## src/sv/bresenham_line_rasterizer_core_defines.svh

```systemverilog
// ----------------------------------------------------------------------------
// Bresenham line rasterizer: assertion macros
// Shared concurrent assertion forms, clocked on clk_i, disabled in reset.
// ----------------------------------------------------------------------------
`ifndef BRESENHAM_LINE_RASTERIZER_CORE_DEFINES_SVH
`define BRESENHAM_LINE_RASTERIZER_CORE_DEFINES_SVH

// property holds at every edge out of reset
`define BLR_ASSERT(lbl, prop) \
  lbl: assert property (@(posedge clk_i) disable iff (!rst_ni) (prop)) \
    else $error("assertion failed: %m");

// antecedent at one edge implies consequent at the next
`define BLR_ASSERT_NXT(lbl, ante, cons) \
  lbl: assert property (@(posedge clk_i) disable iff (!rst_ni) (ante) |=> (cons)) \
    else $error("assertion failed: %m");

`endif

```

## src/sv/blr_pkg.sv

```systemverilog
// ----------------------------------------------------------------------------
// Bresenham line rasterizer: package
// Item types, job record, state encodings and sizing constants.
// ----------------------------------------------------------------------------
`default_nettype none

package blr_pkg;

  localparam int unsigned COORD_W     = 8;
  localparam int unsigned RES_W       = 9;
  localparam int unsigned CFG_IDX_W   = 1;
  localparam int unsigned MAX_RES_DEF = 256;
  localparam int unsigned QUEUE_DEPTH = 2;
  localparam logic [RES_W-1:0] RES_RESET = 9'd256;

  // command codes
  typedef enum logic {
    CMD_DRAW = 1'b0,
    CMD_READ = 1'b1
  } cmd_e;

  // configuration register indexes
  typedef enum logic [CFG_IDX_W-1:0] {
    CFG_X_RES = 1'b0,
    CFG_Y_RES = 1'b1
  } cfg_reg_e;

  typedef struct packed {
    logic               command;
    logic [COORD_W-1:0] start_x;
    logic [COORD_W-1:0] start_y;
    logic [COORD_W-1:0] end_x;
    logic [COORD_W-1:0] end_y;
    logic [COORD_W-1:0] read_x;
    logic [COORD_W-1:0] read_y;
  } in_t;

  typedef struct packed {
    logic line_accepted;
    logic pixel_mark;
  } res_t;

  // job kinds handed from front to back
  typedef enum logic [1:0] {
    JOB_READ   = 2'd0,
    JOB_DRAW   = 2'd1,
    JOB_REJECT = 2'd2
  } job_e;

  // classified item: walk start, major length, minor delta, direction
  typedef struct packed {
    job_e               kind;
    logic [COORD_W-1:0] x0;
    logic [COORD_W-1:0] y0;
    logic [COORD_W-1:0] len;
    logic [COORD_W-1:0] dmn;
    logic               major_x;
    logic               step_neg;
    logic               vert;
  } job_t;

  // back-end status seen by the front end
  typedef struct packed {
    logic clearing;
  } back_stat_t;

  typedef enum logic [2:0] {
    BK_CLEAR = 3'd0,
    BK_IDLE  = 3'd1,
    BK_WALK  = 3'd2,
    BK_READ  = 3'd3,
    BK_REPLY = 3'd4
  } back_state_e;

endpackage

`default_nettype wire

```

## src/sv/blr_front.sv

```systemverilog
// ----------------------------------------------------------------------------
// Bresenham line rasterizer: front end
// Holds resolution registers, accepts items, runs the on-screen test and
// works out octant, walk start, lengths and direction for the back end.
// ----------------------------------------------------------------------------
`default_nettype none

module blr_front #(
  parameter int unsigned MAX_RESOLUTION = blr_pkg::MAX_RES_DEF
) (
  input  wire logic                           clk_i,
  input  wire logic                           rst_ni,
  input  wire logic                           cfg_we_i,
  input  wire logic [blr_pkg::CFG_IDX_W-1:0]  cfg_idx_i,
  input  wire logic [blr_pkg::RES_W-1:0]      cfg_data_i,
  input  wire logic                           push_i,
  input  wire blr_pkg::in_t                   item_i,
  output logic                                full_o,
  input  wire blr_pkg::back_stat_t            stat_i,
  input  wire logic                           job_full_i,
  output logic                                job_push_o,
  output blr_pkg::job_t                       job_o
);
  import blr_pkg::*;

  logic [RES_W-1:0] xres_q, yres_q;

  logic signed [COORD_W:0] dx, dy;
  logic [COORD_W-1:0]      adx, ady;
  logic                    xmaj, swap, ok;
  logic [COORD_W-1:0]      sx, sy, fx, fy;

  function automatic logic on_scr(input logic [COORD_W-1:0] c,
                                  input logic [RES_W-1:0]   res);
    return (c != '0) && ({1'b0, c} < res) && (32'(c) < MAX_RESOLUTION);
  endfunction

  // resolution registers
  always_ff @(posedge clk_i or negedge rst_ni) begin
    if (!rst_ni) begin
      xres_q <= RES_RESET;
      yres_q <= RES_RESET;
    end else if (cfg_we_i) begin
      unique case (cfg_reg_e'(cfg_idx_i))
        CFG_X_RES: xres_q <= cfg_data_i;
        CFG_Y_RES: yres_q <= cfg_data_i;
        default: ;
      endcase
    end
  end

  // handshake: stall while the store is swept or the job queue is full
  assign full_o     = job_full_i || stat_i.clearing;
  assign job_push_o = push_i && !full_o;

  // classification and octant setup
  always_comb begin
    dx   = $signed({1'b0, item_i.end_x}) - $signed({1'b0, item_i.start_x});
    dy   = $signed({1'b0, item_i.end_y}) - $signed({1'b0, item_i.start_y});
    adx  = dx[COORD_W] ? COORD_W'(-dx) : COORD_W'(dx);
    ady  = dy[COORD_W] ? COORD_W'(-dy) : COORD_W'(dy);
    xmaj = (ady <= adx);
    // walk from the smaller end of the major axis
    swap = xmaj ? dx[COORD_W] : dy[COORD_W];
    sx   = swap ? item_i.end_x   : item_i.start_x;
    sy   = swap ? item_i.end_y   : item_i.start_y;
    fx   = swap ? item_i.start_x : item_i.end_x;
    fy   = swap ? item_i.start_y : item_i.end_y;
    ok   = on_scr(item_i.start_x, xres_q) && on_scr(item_i.start_y, yres_q) &&
           on_scr(item_i.end_x, xres_q)   && on_scr(item_i.end_y, yres_q);

    job_o.x0       = sx;
    job_o.y0       = sy;
    job_o.len      = xmaj ? adx : ady;
    job_o.dmn      = xmaj ? ady : adx;
    job_o.major_x  = xmaj;
    job_o.step_neg = xmaj ? (fy < sy) : (fx < sx);
    job_o.vert     = (dx == '0);
    job_o.kind     = ok ? JOB_DRAW : JOB_REJECT;
    if (item_i.command == CMD_READ) begin
      job_o.kind = JOB_READ;
      job_o.x0   = item_i.read_x;
      job_o.y0   = item_i.read_y;
    end
  end

endmodule

`default_nettype wire

```

## config.mk

```make
export PLATFORM = sky130hd
export DESIGN_NAME = blr_front
export DESIGN_NICKNAME = d
export VERILOG_FILES = /design/src/sv/bresenham_line_rasterizer_core_defines.svh /design/src/sv/blr_pkg.sv /design/src/sv/blr_front.sv
export SDC_FILE = /design/constraint.sdc
export NUM_CORES = 1
export LEC_CHECK = 0
export BUFFER_PORTS_ARGS = -buffer_cell sky130_fd_sc_hd__buf_2
export CAP_MARGIN = 20
export CORE_ASPECT_RATIO = 2
export CORE_MARGIN = 1
export CORE_UTILIZATION = 45
export CTS_CLUSTER_SIZE = 8
export DETAILED_ROUTE_END_ITERATION = 7
export PLACE_DENSITY_LB_ADDON = 0.15
export SYNTH_ARGS = -nofsm -noshare
export SYNTH_HDL_FRONTEND = slang
export SYNTH_SLANG_ARGS = --single-unit
export TNS_END_PERCENT = 20
```

## constraint.sdc

```tcl
create_clock -name clk_i -period 12.7 [get_ports clk_i]
set_input_delay 1.27 -clock clk_i [delete_from_list [all_inputs] [get_ports clk_i]]
set_output_delay 1.27 -clock clk_i [all_outputs]
set_load 0.005 [all_outputs]
```

==> run metrics <==
FF-to-FF End=xres_q[0]; Placed Cells=about 640; period utilisation layout=59.4%; fin crit period=between 7 and 8 ns; initial antenna violation count=0; post-synth net total=584; I/O Buffers=103; distinct cell type count after synthesis=between 50 and 60; fin cells=between 600 and 700; FP Rows=44; final layout net count=approximately 680; synthesized cell area=3400 um^2; Seq. cell area=about 450 um^2; post-cts hold buffer count=0; post-synthesis sequential area ratio=roughly an eighth; vias in the first global route=3698; critical path endpoint=job_o[1]; largest net degree at the start of global routing=35; Post-CTS Setup Bufs=0; die area=slightly below 8000 um^2; Clk Latency, worst-skew pair=0.25 ns; area of the core=7270 um^2; CTS resizes=0; Lkg Pwr=roughly 2.1 nW; vias=roughly 3.7k; Final ANT Viol Nets=0; Reg2Reg Depth=1; Die W=roughly 64 um; hpwl dp=approximately 8800 um; Main synth FF type=dfrtp_1; cts bufs inserted=3; Slew Viols, Final=0; Synth Instances=463; Synth Warn #=0; Yosys reg bits=18; Crit Path Category=in2out; Hold Vio Cnt, Final=0; hold_sp=yres_q[1]; RSZ-0062 raised after global routing=false; DRT Wirelength=10000 um; ys async rst share=between 90% and 100%; routability cong.=0.930; Worst setup SP type=input pin; Mean Syn Cell Area=approximately 7.4 um^2; grt total ovfl=0; slew margin rel.=about a third; Slew @ Worst Pin=1.01 ns; run status=finished clean; Fillers=around 770; register-to-register setup slack=11.91 ns; Final Util=a little under three fifths; Die Span Y=125 um; worst-case vdd ir drop=about 0.00010 V; maxcap violations=0; drt drc=0; Worst EP required=~11 ns; Clock Skew=0 ns; Hold WS=roughly 0.5 ns; first-pass GRT wire length=about 16000 um; crit-path max FO=34; diode count=0; setup TNS=0 ns; Area Growth Syn to Fin=18.7%; Initial Util=46.8%; reg2reg start=xres_q[0]; clk slew on worst S/H paths=roughly 0.050 ns; number of flops mapped to enable cells by yosys=0; pwr/cell area=between 100 and 150 nW/um^2; H-tree levels=1; arrival time worst endpoint=approximately 6.3 ns; drt initial violations=between 90 and 100; DR pass1 iterations=4; drt wl/cell=about 16 um; Top Ports=104; Clock Sinks=18; Setup Viol. Count Final=0; area occupied by multi-input gates=roughly 2700 um^2; via/cell ratio=about 5.7; Worst setup startpoint=item_i[16]; Clock Tree Buf Depth=2; CTS tree=yes; Crit. End Element=output pin; share of layout cells above drive strength 1=~23%; fmax=approximately 0.13 GHz; Hold Crit Class=reg2reg; GRT Overall Usage=a little over a quarter; root buf cell=clkbuf_16
critical path, stage by stage:
cell and delay [ns]:
buf_2 0.14, inv_1 0.07, ha_1 0.22, fa_1 0.41, nand2b_1 0.20, a2111oi_2 0.36, or3_1 0.42, a31oi_1 0.11
xnor2_1 0.30, inv_1 0.08, ha_1 0.32, nand4_1 0.13, o21ai_0 0.33, and3b_1 0.30, or2_1 0.81, a311oi_2 0.19
nor3b_1 0.31, a31o_1 0.18, buf_2 0.12
cells in the final DEF, fill, tap and decap left out, types with 10 or more instances in the layout:
cell type / instances
ha_1: 54
xor2_1: 17
mux2i_1: 17
nand2_1: 40
and3_1: 10
o21ai_0: 42
inv_1: 45
mux2_2: 11
nor2_1: 49
a21oi_1: 39
dfrtp_1: 16
buf_2: 103
how the worst min path moves through the flow:
stage,end,slack [ns],cells past startpoint
after floorplan,yres_q[1],0.48,1
after global placement,yres_q[4],0.49,1
after detailed placement,yres_q[4],0.49,1
after CTS,yres_q[2],0.51,1
after global routing,yres_q[2],0.52,1
final,yres_q[1],0.50,1
cell usage after synthesis (2+ instances only):
cell type  count  area [um^2]
clkbuf_1       7         26.3
a21oi_1       39          195
nand4_1        8         50.1
buf_2          6         30.0
a31oi_1        5         31.3
nand3_1        6         30.0
mux2i_1       17          170
or3_1          2         12.5
a21o_1         4         30.0
nand2b_1       7         43.8
inv_1         45          169
or2_2          2         12.5
ha_1          54          676
nor2_1        49          184
o211ai_1       2         15.0
xnor2_1        4         35.0
o21a_1         5         37.5
and3_1        10         62.6
nor4_1         9         56.3
a211o_1        3         26.3
o22ai_1        3         18.8
nand4b_1       2         17.5
fa_1           2         40.0
mux2_2        11          124
a21boi_0       5         37.5
nor2b_1        3         18.8
nor3_1         5         25.0
a211oi_1       2         15.0
o21ai_0       42          210
xor2_1        17          149
dfrtp_1       16          400
nand2_1       40          150
o31ai_1        5         37.5
nor3b_1        5         37.5
dfstp_2        2         52.6
where the power goes:
group          internal, W  switching (W)
Clock            0.0000413      0.0000192
Sequential       0.0000663     0.00000393
Combinational     0.000179       0.000236
Total             0.000287       0.000260
state kept, by name (all words and copies together) (netlist names):
signal and count:
yres_q 9, xres_q 9
stage by stage:
| step | cell area, um^2 | setup WS (ns) | total power (W) |
|---|---|---|---|
| 6_report | 4040 | 5.15 | 0.000547 |
| 5_1_grt | 4040 | 4.71 | 0.000601 |
| 4_1_cts | 4040 | 5.17 | 0.000551 |
| 3_5_place_dp | 3970 | 5.16 | 0.000489 |
| 3_3_place_gp | 3970 | 5.35 | 0.000480 |
| 2_1_floorplan | 3400 | 6.52 | 0.000363 |
layer usage:
| layer | track usage (%) | part of all wire, % | vias to the layer above | routed length [um] |
|---|---|---|---|---|
| met4 | 13.1 | 4.3 | 0 | 430 |
| met3 | 1.28 | 2.4 | 29 | 237 |
| met2 | 52.7 | 57 | 90 | 5750 |
| li1 | - | - | 1846 | - |
| met1 | 25.3 | 36 | 1713 | 3620 |
| met5 | 0 | 0 | - | 0 |
area by class of cell:
type	count	share of cell area, %
tap	92	2.85
clock buffer	3	1.86
timing repair buffer	104	12.9
multi-input combinational	385	67.0
inverter	45	4.18
sequential	18	11.2
cell families (layout without fill, tap and decap cells):
kind of cell / after synthesis / in the layout / share of synthesized area [%]
AOI/OAI and AO/OA: 127 / 127 / 22.7
xor gates and xnor gates: 21 / 21 / 5.40
adders and majority gates: 56 / 56 / 21.0
buffers and inverters: 60 / 152 / 7.17
DFF: 18 / 18 / 13.3
muxes: 28 / 28 / 8.64
and+or+nand+nor: 153 / 153 / 21.7
Power figures use the tool's default switching activity.
