File: src/sv/bresenham_line_rasterizer_core_defines.svh
// ----------------------------------------------------------------------------
// Bresenham line rasterizer: assertion macros
// Shared concurrent assertion forms, clocked on clk_i, disabled in reset.
// ----------------------------------------------------------------------------
`ifndef BRESENHAM_LINE_RASTERIZER_CORE_DEFINES_SVH
`define BRESENHAM_LINE_RASTERIZER_CORE_DEFINES_SVH

// property holds at every edge out of reset
`define BLR_ASSERT(lbl, prop) \
  lbl: assert property (@(posedge clk_i) disable iff (!rst_ni) (prop)) \
    else $error("assertion failed: %m");

// antecedent at one edge implies consequent at the next
`define BLR_ASSERT_NXT(lbl, ante, cons) \
  lbl: assert property (@(posedge clk_i) disable iff (!rst_ni) (ante) |=> (cons)) \
    else $error("assertion failed: %m");

`endif

File: src/sv/blr_pkg.sv
// ----------------------------------------------------------------------------
// Bresenham line rasterizer: package
// Item types, job record, state encodings and sizing constants.
// ----------------------------------------------------------------------------
`default_nettype none

package blr_pkg;

  localparam int unsigned COORD_W     = 8;
  localparam int unsigned RES_W       = 9;
  localparam int unsigned CFG_IDX_W   = 1;
  localparam int unsigned MAX_RES_DEF = 256;
  localparam int unsigned QUEUE_DEPTH = 2;
  localparam logic [RES_W-1:0] RES_RESET = 9'd256;

  // command codes
  typedef enum logic {
    CMD_DRAW = 1'b0,
    CMD_READ = 1'b1
  } cmd_e;

  // configuration register indexes
  typedef enum logic [CFG_IDX_W-1:0] {
    CFG_X_RES = 1'b0,
    CFG_Y_RES = 1'b1
  } cfg_reg_e;

  typedef struct packed {
    logic               command;
    logic [COORD_W-1:0] start_x;
    logic [COORD_W-1:0] start_y;
    logic [COORD_W-1:0] end_x;
    logic [COORD_W-1:0] end_y;
    logic [COORD_W-1:0] read_x;
    logic [COORD_W-1:0] read_y;
  } in_t;

  typedef struct packed {
    logic line_accepted;
    logic pixel_mark;
  } res_t;

  // job kinds handed from front to back
  typedef enum logic [1:0] {
    JOB_READ   = 2'd0,
    JOB_DRAW   = 2'd1,
    JOB_REJECT = 2'd2
  } job_e;

  // classified item: walk start, major length, minor delta, direction
  typedef struct packed {
    job_e               kind;
    logic [COORD_W-1:0] x0;
    logic [COORD_W-1:0] y0;
    logic [COORD_W-1:0] len;
    logic [COORD_W-1:0] dmn;
    logic               major_x;
    logic               step_neg;
    logic               vert;
  } job_t;

  // back-end status seen by the front end
  typedef struct packed {
    logic clearing;
  } back_stat_t;

  typedef enum logic [2:0] {
    BK_CLEAR = 3'd0,
    BK_IDLE  = 3'd1,
    BK_WALK  = 3'd2,
    BK_READ  = 3'd3,
    BK_REPLY = 3'd4
  } back_state_e;

endpackage

`default_nettype wire

File: src/sv/blr_fifo.sv
// ----------------------------------------------------------------------------
// Bresenham line rasterizer: small queue
// Register-based FIFO that decouples two sides of the pipeline.
// ----------------------------------------------------------------------------
`default_nettype none

module blr_fifo #(
  parameter type         item_t = logic,
  parameter int unsigned DEPTH  = blr_pkg::QUEUE_DEPTH
) (
  input  wire logic  clk_i,
  input  wire logic  rst_ni,
  input  wire logic  push_i,
  input  wire item_t data_i,
  output logic       full_o,
  input  wire logic  pop_i,
  output item_t      data_o,
  output logic       empty_o
);
  import blr_pkg::*;

  localparam int unsigned PW = (DEPTH > 1) ? $clog2(DEPTH) : 1;
  localparam int unsigned CW = $clog2(DEPTH + 1);
  localparam logic [PW-1:0] LAST_PTR = PW'(DEPTH - 1);
  localparam logic [CW-1:0] FULL_CNT = CW'(DEPTH);

  item_t         store_q [DEPTH];
  logic [PW-1:0] wr_ptr_q, wr_ptr_d, rd_ptr_q, rd_ptr_d;
  logic [CW-1:0] cnt_q, cnt_d;
  logic          do_push, do_pop;

  assign full_o  = (cnt_q == FULL_CNT);
  assign empty_o = (cnt_q == '0);
  assign do_push = push_i && !full_o;
  assign do_pop  = pop_i && !empty_o;
  assign data_o  = store_q[rd_ptr_q];

  // pointer and fill count update
  always_comb begin
    wr_ptr_d = wr_ptr_q;
    rd_ptr_d = rd_ptr_q;
    cnt_d    = cnt_q;
    if (do_push) begin
      wr_ptr_d = (wr_ptr_q == LAST_PTR) ? '0 : wr_ptr_q + 1'b1;
    end
    if (do_pop) begin
      rd_ptr_d = (rd_ptr_q == LAST_PTR) ? '0 : rd_ptr_q + 1'b1;
    end
    if (do_push && !do_pop) begin
      cnt_d = cnt_q + 1'b1;
    end else if (do_pop && !do_push) begin
      cnt_d = cnt_q - 1'b1;
    end
  end

  always_ff @(posedge clk_i or negedge rst_ni) begin
    if (!rst_ni) begin
      wr_ptr_q <= '0;
      rd_ptr_q <= '0;
      cnt_q    <= '0;
    end else begin
      wr_ptr_q <= wr_ptr_d;
      rd_ptr_q <= rd_ptr_d;
      cnt_q    <= cnt_d;
    end
  end

  // storage, no reset needed
  always_ff @(posedge clk_i) begin
    if (do_push) begin
      store_q[wr_ptr_q] <= data_i;
    end
  end

endmodule

`default_nettype wire

File: config.mk
export PLATFORM = sky130hd
export DESIGN_NAME = blr_fifo
export DESIGN_NICKNAME = d
export VERILOG_FILES = /design/src/sv/bresenham_line_rasterizer_core_defines.svh /design/src/sv/blr_pkg.sv /design/src/sv/blr_fifo.sv
export SDC_FILE = /design/constraint.sdc
export NUM_CORES = 1
export LEC_CHECK = 0
export BUFFER_PORTS_ARGS = -buffer_cell sky130_fd_sc_hd__clkbuf_2
export CAP_MARGIN = 40
export CORE_AREA = 3 3 40 42
export CTS_BUF_LIST = sky130_fd_sc_hd__clkbuf_8
export CTS_CLUSTER_DIAMETER = 150
export DETAILED_ROUTE_END_ITERATION = 10
export DIE_AREA = 0 0 43 45
export GPL_ROUTABILITY_DRIVEN = 0
export PLACE_DENSITY = 0.48
export SLEW_MARGIN = 5
export SYNTH_ARGS = -nofsm -noshare
export SYNTH_HDL_FRONTEND = slang
export SYNTH_SLANG_ARGS = --single-unit
File: constraint.sdc
create_clock -name clk_i -period 2.1 [get_ports clk_i]
set_clock_uncertainty 0.2 [all_clocks]
set_input_delay 0 -clock clk_i [delete_from_list [all_inputs] [get_ports clk_i]]
set_output_delay 0 -clock clk_i [all_outputs]
set_load 0.1 [all_outputs]
==> metrics.cfg, run 1 <==
[status]
status=complete, no violations

[setup_path]
critPathMaxStageDelay_ps=420
crit_required_ps=2030
startpoint_type=flip-flop
crit_fanout=5
cpMostUsedCell=xor2_1
cp.arrival_ps=1640
critPathSlowestCell=dfrtp_1
cp_cell_sequence=nand2b_1, nand2_1, inv_1, ha_1, xor2_1, nor2_1, xor2_1
critPathKind=reg -> reg
cp-end-kind=flip-flop

[layout]
final_core_util_pct=32.1
final_cells=52
drive_gt1_share_pct=29.7
syn_to_final_growth_pct=54.2
final_area_um2=413
diodes=0
final_nets=45

[grt]
first_global_vias=216
grt_pass1_wl_um=862
grt_max_degree=6
grtUsageTotal_pct=6.56
antenna_found_initial=0
grt_remaining_overflow=0

[clock_network]
cts_buffers=3
clk_pin_slew_worst_paths_ps=40
root_buffer=clkbuf_8
post_cts_resized=0
htree_levels=1
clk_path_buf_depth=2
cts_tree=done
clkSinkCount=6
cts_hold_buf=5
post_cts_buffers=0
clock_latency_ps=220

[sta]
finalMaxSlewViolations=0
setup_tns_ps=0
setup_viol_count_final=0
fin_crit_sh_pct=81.3
tightest_slew_ps=542
rsz0062_at_grt=false
hold_viol_final=0
slew_headroom_pct=64.0
fin_crit_ps=1710
fmax_mhz=586

[run]
drv_cap=0

[min_path]
hold_path_class=reg -> reg

[synth]
synth_fp_nets=28
syn_avg_cell_area_um2=12.2
synth_flop_cell=dfrtp_1
ys_seq_area_share_pct=59.8
synth_area_um2=268
post-synth-top-count-cell=dfrtp_1
synth_top_area_share_pct=37.4
ys_warn_count=0
synth_seq_cells=6
yosysTopAreaCell=dfrtp_1
yosys-top-cells-count=dfrtp_1, nor2_1, xnor2_1
synth_edf_count=2
synthDistinctLibCells=12
synth_async_sr_flop_share_pct=66.7
synth_area_leaders=dfrtp_1, edfxtp_1, xnor2_1
synthCells=22

[detailed_routing]
wl_per_cell_um=9.65
via_per_inst=3.77
route.detailed.drc=0
drt_iter0_markers=1
dr.pass1.iters=2
final_antenna_net_count=0
finalWirelength_um=502
vias=196

[floorplan]
io_pins=8
coreArea_um2=1280
initial_core_util_pct=20.8
die_height_um=45
fp.dieW_um=43
core.rowCount=13
die_area_um2=1940

[placement]
dp_cells=44
port_buffers=7
place_area_um2=322
dp_hpwl_um=414

==> cells in the final DEF, fill, tap and decap left out <==
master,n
nand2_1,1
xor2_1,2
clkbuf_8,3
mux2_2,1
ha_1,1
inv_1,2
clkbuf_2,7
nor2_1,3
edfxtp_1,2
nand2b_1,1
and3_1,1
dlygate4sd3_1,5
dfrtp_1,4
o21ai_1,1
xnor2_1,3
==> registers in the layout (all words and copies together), names as in the netlist <==
register  flops
wr_ptr_q      1
rd_ptr_q      1
cnt_q         2
store_q       2
==> worst paths after layout <==
kind	startpoint	to	slack (ps)	cells after the start
worst min-delay path	rd_ptr_q	rd_ptr_q	280	1
max in group asynchronous	rst_ni	cnt_q[0]	1050	3
worst max-delay path	cnt_q[0]	cnt_q[1]	390	7
min in group asynchronous	rst_ni	rd_ptr_q	480	3
worst max register to register	cnt_q[0]	cnt_q[1]	390	7
worst min register to register	rd_ptr_q	rd_ptr_q	280	1
==> cells by family (layout without fill, tap and decap cells) <==
kind of cell / count (synthesis) / after routing / synth area share (%)
flip-flops: 6 / 6 / 59.8
AND/OR/NAND/NOR: 6 / 6 / 10.3
XOR/XNOR: 5 / 5 / 16.4
buffers and inverters: 2 / 17 / 2.80
adder cells (fa/ha/maj): 1 / 1 / 4.67
AO/OA/AOI/OAI: 1 / 1 / 1.87
multiplexers: 1 / 1 / 4.21
==> metrics by stage <==
| step | hold slack (ps) | setup slack [ps] |
|---|---|---|
| floorplan | -496 | 227 |
| global placement | -388 | 465 |
| detailed placement | -382 | 387 |
| CTS | 283 | 388 |
| global route | 317 | 288 |
| finish | 281 | 393 |
==> cell type report <==
type	instances	area, um2
clock buffer	3	41.3
fill	140	872
inverter	2	7.51
multi-input combinational	14	100
sequential	6	160
tap	15	18.8
timing repair buffer	12	85.1
==> routing by layer <==
layer  global-route usage (%)  vias to the layer above  wire length (um)  part of all wire [%]
met5                        0                        -                 0                     0
met4                     7.23                        0                 0                     0
met3                     2.39                        0                27                   5.4
met2                     10.5                        3               288                    57
met1                     6.20                       93               185                    37
li1                         -                      100                 -                     -
==> worst max-delay path, delay by kind of cell (launching register included) <==
kind / cells / cell delay [ps]
xor gates and xnor gates: 2 / 310
and+or+nand+nor: 3 / 460
adders and majority gates: 1 / 180
DFF: 1 / 420
buffers and inverters: 1 / 60
Power of run 1 is left out: the tool's default activity adds up to more than one toggle a clock period on the data nets, which glitch-free logic cannot reach.
==> inputs of run 2 (changes only) <==
clock period = 1.74 ns   (was 2.1 ns; I/O delays follow)
==> run 2 against run 1 <==
  * Die area unchanged
  * Global-route usage about the same
  * Register-to-register slack lost 250 ps
  * Via count grew 6.1%
  * Largest cell class unchanged
  * Highest routed layer unchanged
==> metrics.cfg, run 2 (same netlist as run 1, synthesis figures left out) <==
[status]
status=complete, no violations  ; unchanged

[layout]
layout_commonest_cell=clkbuf_2  ; unchanged
multi_input_area_um2=111  ; was 100 um2
diodes=0  ; unchanged
final_nets=46  ; was 45
fill_cells=131  ; was 140
final_core_util_pct=34.1  ; was 32.1%
mostFrequentLayoutCells=clkbuf_2, dlygate4sd3_1, dfrtp_1  ; unchanged
final_area_um2=438  ; was 413 um2
drive_gt1_share_pct=41.0  ; was 29.7%
syn_to_final_growth_pct=63.6  ; was 54.2%
largestRegisters=cnt_q x2, store_q x2  ; unchanged
regArea_um2=160  ; unchanged

[floorplan]
fp.dieW_um=43  ; unchanged
die_height_um=45  ; unchanged
io_pins=8  ; unchanged
core.rowCount=13  ; unchanged
initial_core_util_pct=20.8  ; unchanged
die_area_um2=1940  ; unchanged
coreArea_um2=1280  ; unchanged

[setup_path]
critPathMaxStageDelay_ps=390  ; was 420 ps
crit_required_ps=1640  ; was 2030 ps
cp.arrival_ps=1490  ; was 1640 ps
cp-end-kind=flip-flop  ; unchanged
cpMostUsedCell=xor2_1  ; unchanged
cp_cell_sequence=nand2b_1, nand2_2, inv_1, ha_1, xor2_1, nor2_2, xor2_1  ; was nand2b_1, nand2_1, inv_1, ha_1, xor2_1, nor2_1, xor2_1
critPathKind=reg -> reg  ; unchanged
rrSetupSlack_ps=140  ; was 390 ps
critPathSlowestCell=dfrtp_1  ; unchanged
crit_fanout=3  ; was 5
startpoint_type=flip-flop  ; unchanged

[sta]
setup_tns_ps=0  ; unchanged
hold_viol_final=0  ; unchanged
fin_crit_ps=1600  ; was 1710 ps
rsz0062_at_grt=false  ; unchanged
setup_viol_count_final=0  ; unchanged
fmax_mhz=626  ; was 586 MHz
fin_crit_sh_pct=91.8  ; was 81.3%
slew_headroom_pct=64.1  ; was 64.0%
finalMaxSlewViolations=0  ; unchanged
setup_ws_ps=143  ; was 393 ps
tightest_slew_ps=541  ; was 542 ps

[grt]
antenna_found_initial=0  ; unchanged
first_global_vias=230  ; was 216
grt_pass1_wl_um=862  ; unchanged
grtUsageTotal_pct=6.54  ; was 6.56%
grt_remaining_overflow=0  ; unchanged
grt_max_degree=5  ; was 6

[detailed_routing]
finalWirelength_um=482  ; was 502 um
final_antenna_net_count=0  ; unchanged
vias=208  ; was 196
drt_iter0_markers=1  ; unchanged
wl_per_cell_um=8.93  ; was 9.65 um
route.detailed.drc=0  ; unchanged
dr.pass1.iters=2  ; unchanged
via_per_inst=3.85  ; was 3.77

[min_path]
hold_path_class=reg -> reg  ; unchanged

[clock_network]
clock_latency_ps=220  ; about the same
cts_buffers=3  ; unchanged
post_cts_buffers=0  ; unchanged
root_buffer=clkbuf_8  ; unchanged
cts_tree=done  ; unchanged
clk_pin_slew_worst_paths_ps=40  ; about the same
clk_path_buf_depth=2  ; unchanged
clkSinkCount=6  ; unchanged
htree_levels=1  ; unchanged

[placement]
place_area_um2=334  ; was 322 um2
pre_cts_ws_ps=106  ; was 387 ps
port_buffers=7  ; unchanged
dp_hpwl_um=382  ; was 414 um

[run]
drv_cap=0  ; unchanged

## run 2: path summary, 6_finish.rpt
kind / from / to / depth (start not counted)
setup / recovery: cnt_q[0] / cnt_q[1] / 7
hold / removal: rd_ptr_q / rd_ptr_q / 1
setup reg to reg: cnt_q[0] / cnt_q[1] / 7
hold reg to reg: rd_ptr_q / rd_ptr_q / 1
max in group asynchronous: rst_ni / cnt_q[1] / 3
min in group asynchronous: rst_ni / rd_ptr_q / 3
## run 2: routing by layer
metal	GRT usage, %	part of all wire [%]	vias up
met5	0	0	-
met4	9.04	0	0
met3	1.20	5.2	0
met2	11.1	61	5
met1	5.65	34	99
li1	-	-	104
## run 2: metrics by stage
| stage | hold WS [ps] | instances |
|---|---|---|
| after floorplan | -496 | 22 |
| after global placement | -387 | 45 |
| after detailed placement | -384 | 45 |
| after CTS | 288 | 54 |
| after global routing | 312 | 54 |
| final | 278 | 54 |
## run 2: repair_timing
item	in CTS	in global routing
hold buffers	5	0
gates resized for setup	0	3
endpoints found under the hold margin	10	0
endpoints found under the setup margin	0	1
## run 2: critical path, delay by kind of cell (launching register included)
| family | cells | cell delay, ps |
|---|---|---|
| xor+xnor | 2 | 290 |
| fa+ha+maj | 1 | 180 |
| buf+inv | 1 | 50 |
| flops | 1 | 390 |
| simple gates | 3 | 350 |
## run 2: final cells by class
type / instances / area share [%]
inverters: 2 / 1.71
well taps: 15 / 4.29
clock buffers: 3 / 9.43
flip-flops and latches: 6 / 36.6
repair buffers: 13 / 21.7
multi-input cells: 14 / 25.4
clock inverters: 1 / 0.857
Power of run 2 is left out for the same reason.
==> inputs of run 3 (changes only) <==
--- a/config.mk
+++ b/config.mk
@@ -8,9 +8,9 @@
 export BUFFER_PORTS_ARGS = -buffer_cell sky130_fd_sc_hd__clkbuf_2
 export CAP_MARGIN = 40
-export CORE_AREA = 3 3 40 42
+export CORE_AREA = 4 4 41 43
 export CTS_BUF_LIST = sky130_fd_sc_hd__clkbuf_8
 export CTS_CLUSTER_DIAMETER = 150
 export DETAILED_ROUTE_END_ITERATION = 10
-export DIE_AREA = 0 0 43 45
+export DIE_AREA = 0 0 45 47
 export GPL_ROUTABILITY_DRIVEN = 0
 export PLACE_DENSITY = 0.48
--- a/constraint.sdc
+++ b/constraint.sdc
@@ -3,3 +3,3 @@
 set_input_delay 0 -clock clk_i [delete_from_list [all_inputs] [get_ports clk_i]]
 set_output_delay 0 -clock clk_i [all_outputs]
-set_load 0.1 [all_outputs]
+set_load 0.02 [all_outputs]
==> run 3 against run 2 <==
  * Wire length grew 14%
  * Non-clock buffer count is the same
  * Critical path depth shrank 1
  * Maximum frequency shrank 0.27%
  * Sequential cell count is the same
  * Largest cell class unchanged
  * Highest routed layer is now met4
==> metrics.cfg, run 3 (same netlist as run 1, synthesis figures left out) <==
[sta]
fmax_mhz=625  ; was 626 MHz
tightest_slew_ps=225  ; was 541 ps
setup_tns_ps=0  ; unchanged
whs_ps=286  ; was 278 ps
setup_ws_ps=139  ; was 143 ps
finalMaxSlewViolations=0  ; unchanged
fin_crit_sh_pct=92.0  ; was 91.8%
setup_viol_count_final=0  ; unchanged
slew_headroom_pct=84.9  ; was 64.1%
fin_crit_ps=1600  ; about the same
rsz0062_at_grt=false  ; unchanged
hold_viol_final=0  ; unchanged

[power_and_ir_drop]
total_power_w=0.000774
combPwrFrac_pct=39.7
ir_worst_vdd_uv=641
p_switching_w=0.000264
power-per-cell-area_nw_per_um2=1830
leakagePower_nw=0.208
swShare_pct=34.0
power_frac_seq_pct=32.6
clkPwrFrac_pct=27.7
p_int_w=0.000511

[detailed_routing]
via_per_inst=3.85  ; unchanged
dr.pass1.iters=4  ; was 2
wl_per_cell_um=10.2  ; was 8.93 um
finalWirelength_um=550  ; was 482 um
vias=208  ; unchanged
drt_iter0_markers=1  ; unchanged
route.detailed.drc=0  ; unchanged
final_antenna_net_count=0  ; unchanged

[run]
drv_cap=0  ; unchanged

[layout]
fill_cells=141  ; was 131
largestRegisters=cnt_q x2, store_q x2  ; unchanged
drive_gt1_share_pct=30.8  ; was 41.0%
layout_commonest_cell=clkbuf_2  ; unchanged
final_core_util_pct=32.6  ; was 34.1%
diodes=0  ; unchanged
mostFrequentLayoutCells=clkbuf_2, dlygate4sd3_1, dfrtp_1  ; unchanged
final_nets=46  ; unchanged
syn_to_final_growth_pct=58.4  ; was 63.6%

[min_path]
min_from=rd_ptr_q  ; unchanged
hold_path_class=reg -> reg  ; unchanged
min_to=rd_ptr_q  ; unchanged
min_path_cells=1  ; unchanged

[floorplan]
coreArea_um2=1300  ; was 1280 um2
die_height_um=47  ; was 45 um
io_pins=8  ; unchanged
fp.dieW_um=45  ; was 43 um
initial_core_util_pct=20.6  ; was 20.8%
die_area_um2=2120  ; was 1940 um2
core.rowCount=13  ; unchanged

[grt]
use_met2_pct=9.60  ; was 11.1%
antenna_found_initial=0  ; unchanged
busiest_layer=met2  ; unchanged
grt_use_met3_pct=6.90  ; was 1.20%
grt_max_degree=5  ; unchanged
met1_usage_pct=7.41  ; was 5.65%
first_global_vias=218  ; was 230
grt_pass1_wl_um=945  ; was 862 um
grt_remaining_overflow=0  ; unchanged
grtUsageTotal_pct=7.63  ; was 6.54%

[setup_path]
cpMostUsedCell=xor2_1  ; unchanged
critPathMaxStageDelay_ps=360  ; was 390 ps
rrSetupSlack_ps=140  ; about the same
critPathKind=reg -> reg  ; unchanged
crit_fanout=4  ; was 3
crit_required_ps=1640  ; about the same
critPathSlowestCell=dfrtp_1  ; unchanged
cp_cell_sequence=buf_4, o21ai_1, ha_1, xor2_1, nor2_1, xor2_1  ; was nand2b_1, nand2_2, inv_1, ha_1, xor2_1, nor2_2, xor2_1
cp-end-kind=flip-flop  ; unchanged
reg2reg_depth=6  ; was 7
cp.arrival_ps=1500  ; was 1490 ps
rr_endpoint=cnt_q[1]  ; unchanged
startpoint_type=flip-flop  ; unchanged
regToRegStartpoint=cnt_q[0]  ; unchanged

[placement]
pre_cts_ws_ps=150  ; was 106 ps
port_buffers=7  ; unchanged
dp_hpwl_um=381  ; was 382 um

[clock_network]
htree_levels=1  ; unchanged
cts_tree=done  ; unchanged
cts_buffers=3  ; unchanged
clock_latency_ps=220  ; about the same
clkSinkCount=6  ; unchanged
post_cts_buffers=0  ; unchanged
clk_path_buf_depth=2  ; unchanged
post_cts_resized=0  ; unchanged
cts_hold_buf=5  ; unchanged
clk_pin_slew_worst_paths_ps=40  ; about the same
root_buffer=clkbuf_8  ; unchanged

[status]
status=complete, no violations  ; unchanged

## run 3: final cells by class
cell class                 instances  area (um2)  area share, %
tap                               15        18.8           4.42
sequential                         6         160           37.8
clock buffer                       3        41.3           9.73
inverter                           2        7.51           1.77
multi-input combinational         14         100           23.6
timing repair buffer              13        92.6           21.8
clock inverter                     1        3.75          0.885
## run 3: worst max path at each step
stage                         from       end  slack (ps)
after floorplan           cnt_q[0]  cnt_q[1]         180
after global placement    cnt_q[0]  cnt_q[1]         170
after detailed placement  cnt_q[0]  cnt_q[1]         150
after CTS                 cnt_q[0]  cnt_q[1]         130
after global routing      cnt_q[0]  cnt_q[1]           9
final                     cnt_q[0]  cnt_q[1]         140
## run 3: metal layers
| metal | vias up | routed length, um | share of wire, % |
|---|---|---|---|
| met2 | 11 | 231 | 42 |
| met4 | 0 | 16 | 2.9 |
| met3 | 5 | 77 | 14 |
| met1 | 89 | 224 | 41 |
| met5 | - | 0 | 0 |
| li1 | 103 | - | - |
## run 3: per-stage QoR
stage / instances / cell area (um2)
finish: 54 / 424
floorplan: 22 / 268
global placement: 45 / 329
global route: 54 / 424
detailed placement: 45 / 329
CTS: 54 / 424
## run 3: power by group through the flow
| stage | Sequential (W) | Clock (W) | Combinational, W |
|---|---|---|---|
| 2_1_floorplan | 0.000257 | 0 | 0.000206 |
| 3_3_place_gp | 0.000253 | 0 | 0.000288 |
| 3_5_place_dp | 0.000255 | 0 | 0.000299 |
| 4_1_cts | 0.000255 | 0.000220 | 0.000313 |
| 5_1_grt | 0.000262 | 0.000236 | 0.000344 |
| 6_report | 0.000253 | 0.000215 | 0.000307 |
## run 3: critical path, delay by kind of cell (launching register included)
| family | cells | cell delay, ps |
|---|---|---|
| AO/OA/AOI/OAI | 1 | 210 |
| XOR/XNOR | 2 | 300 |
| adder cells (fa/ha/maj) | 1 | 200 |
| buffers and inverters | 1 | 150 |
| flip-flops | 1 | 360 |
| AND/OR/NAND/NOR | 1 | 60 |
Power figures use the tool's default switching activity.
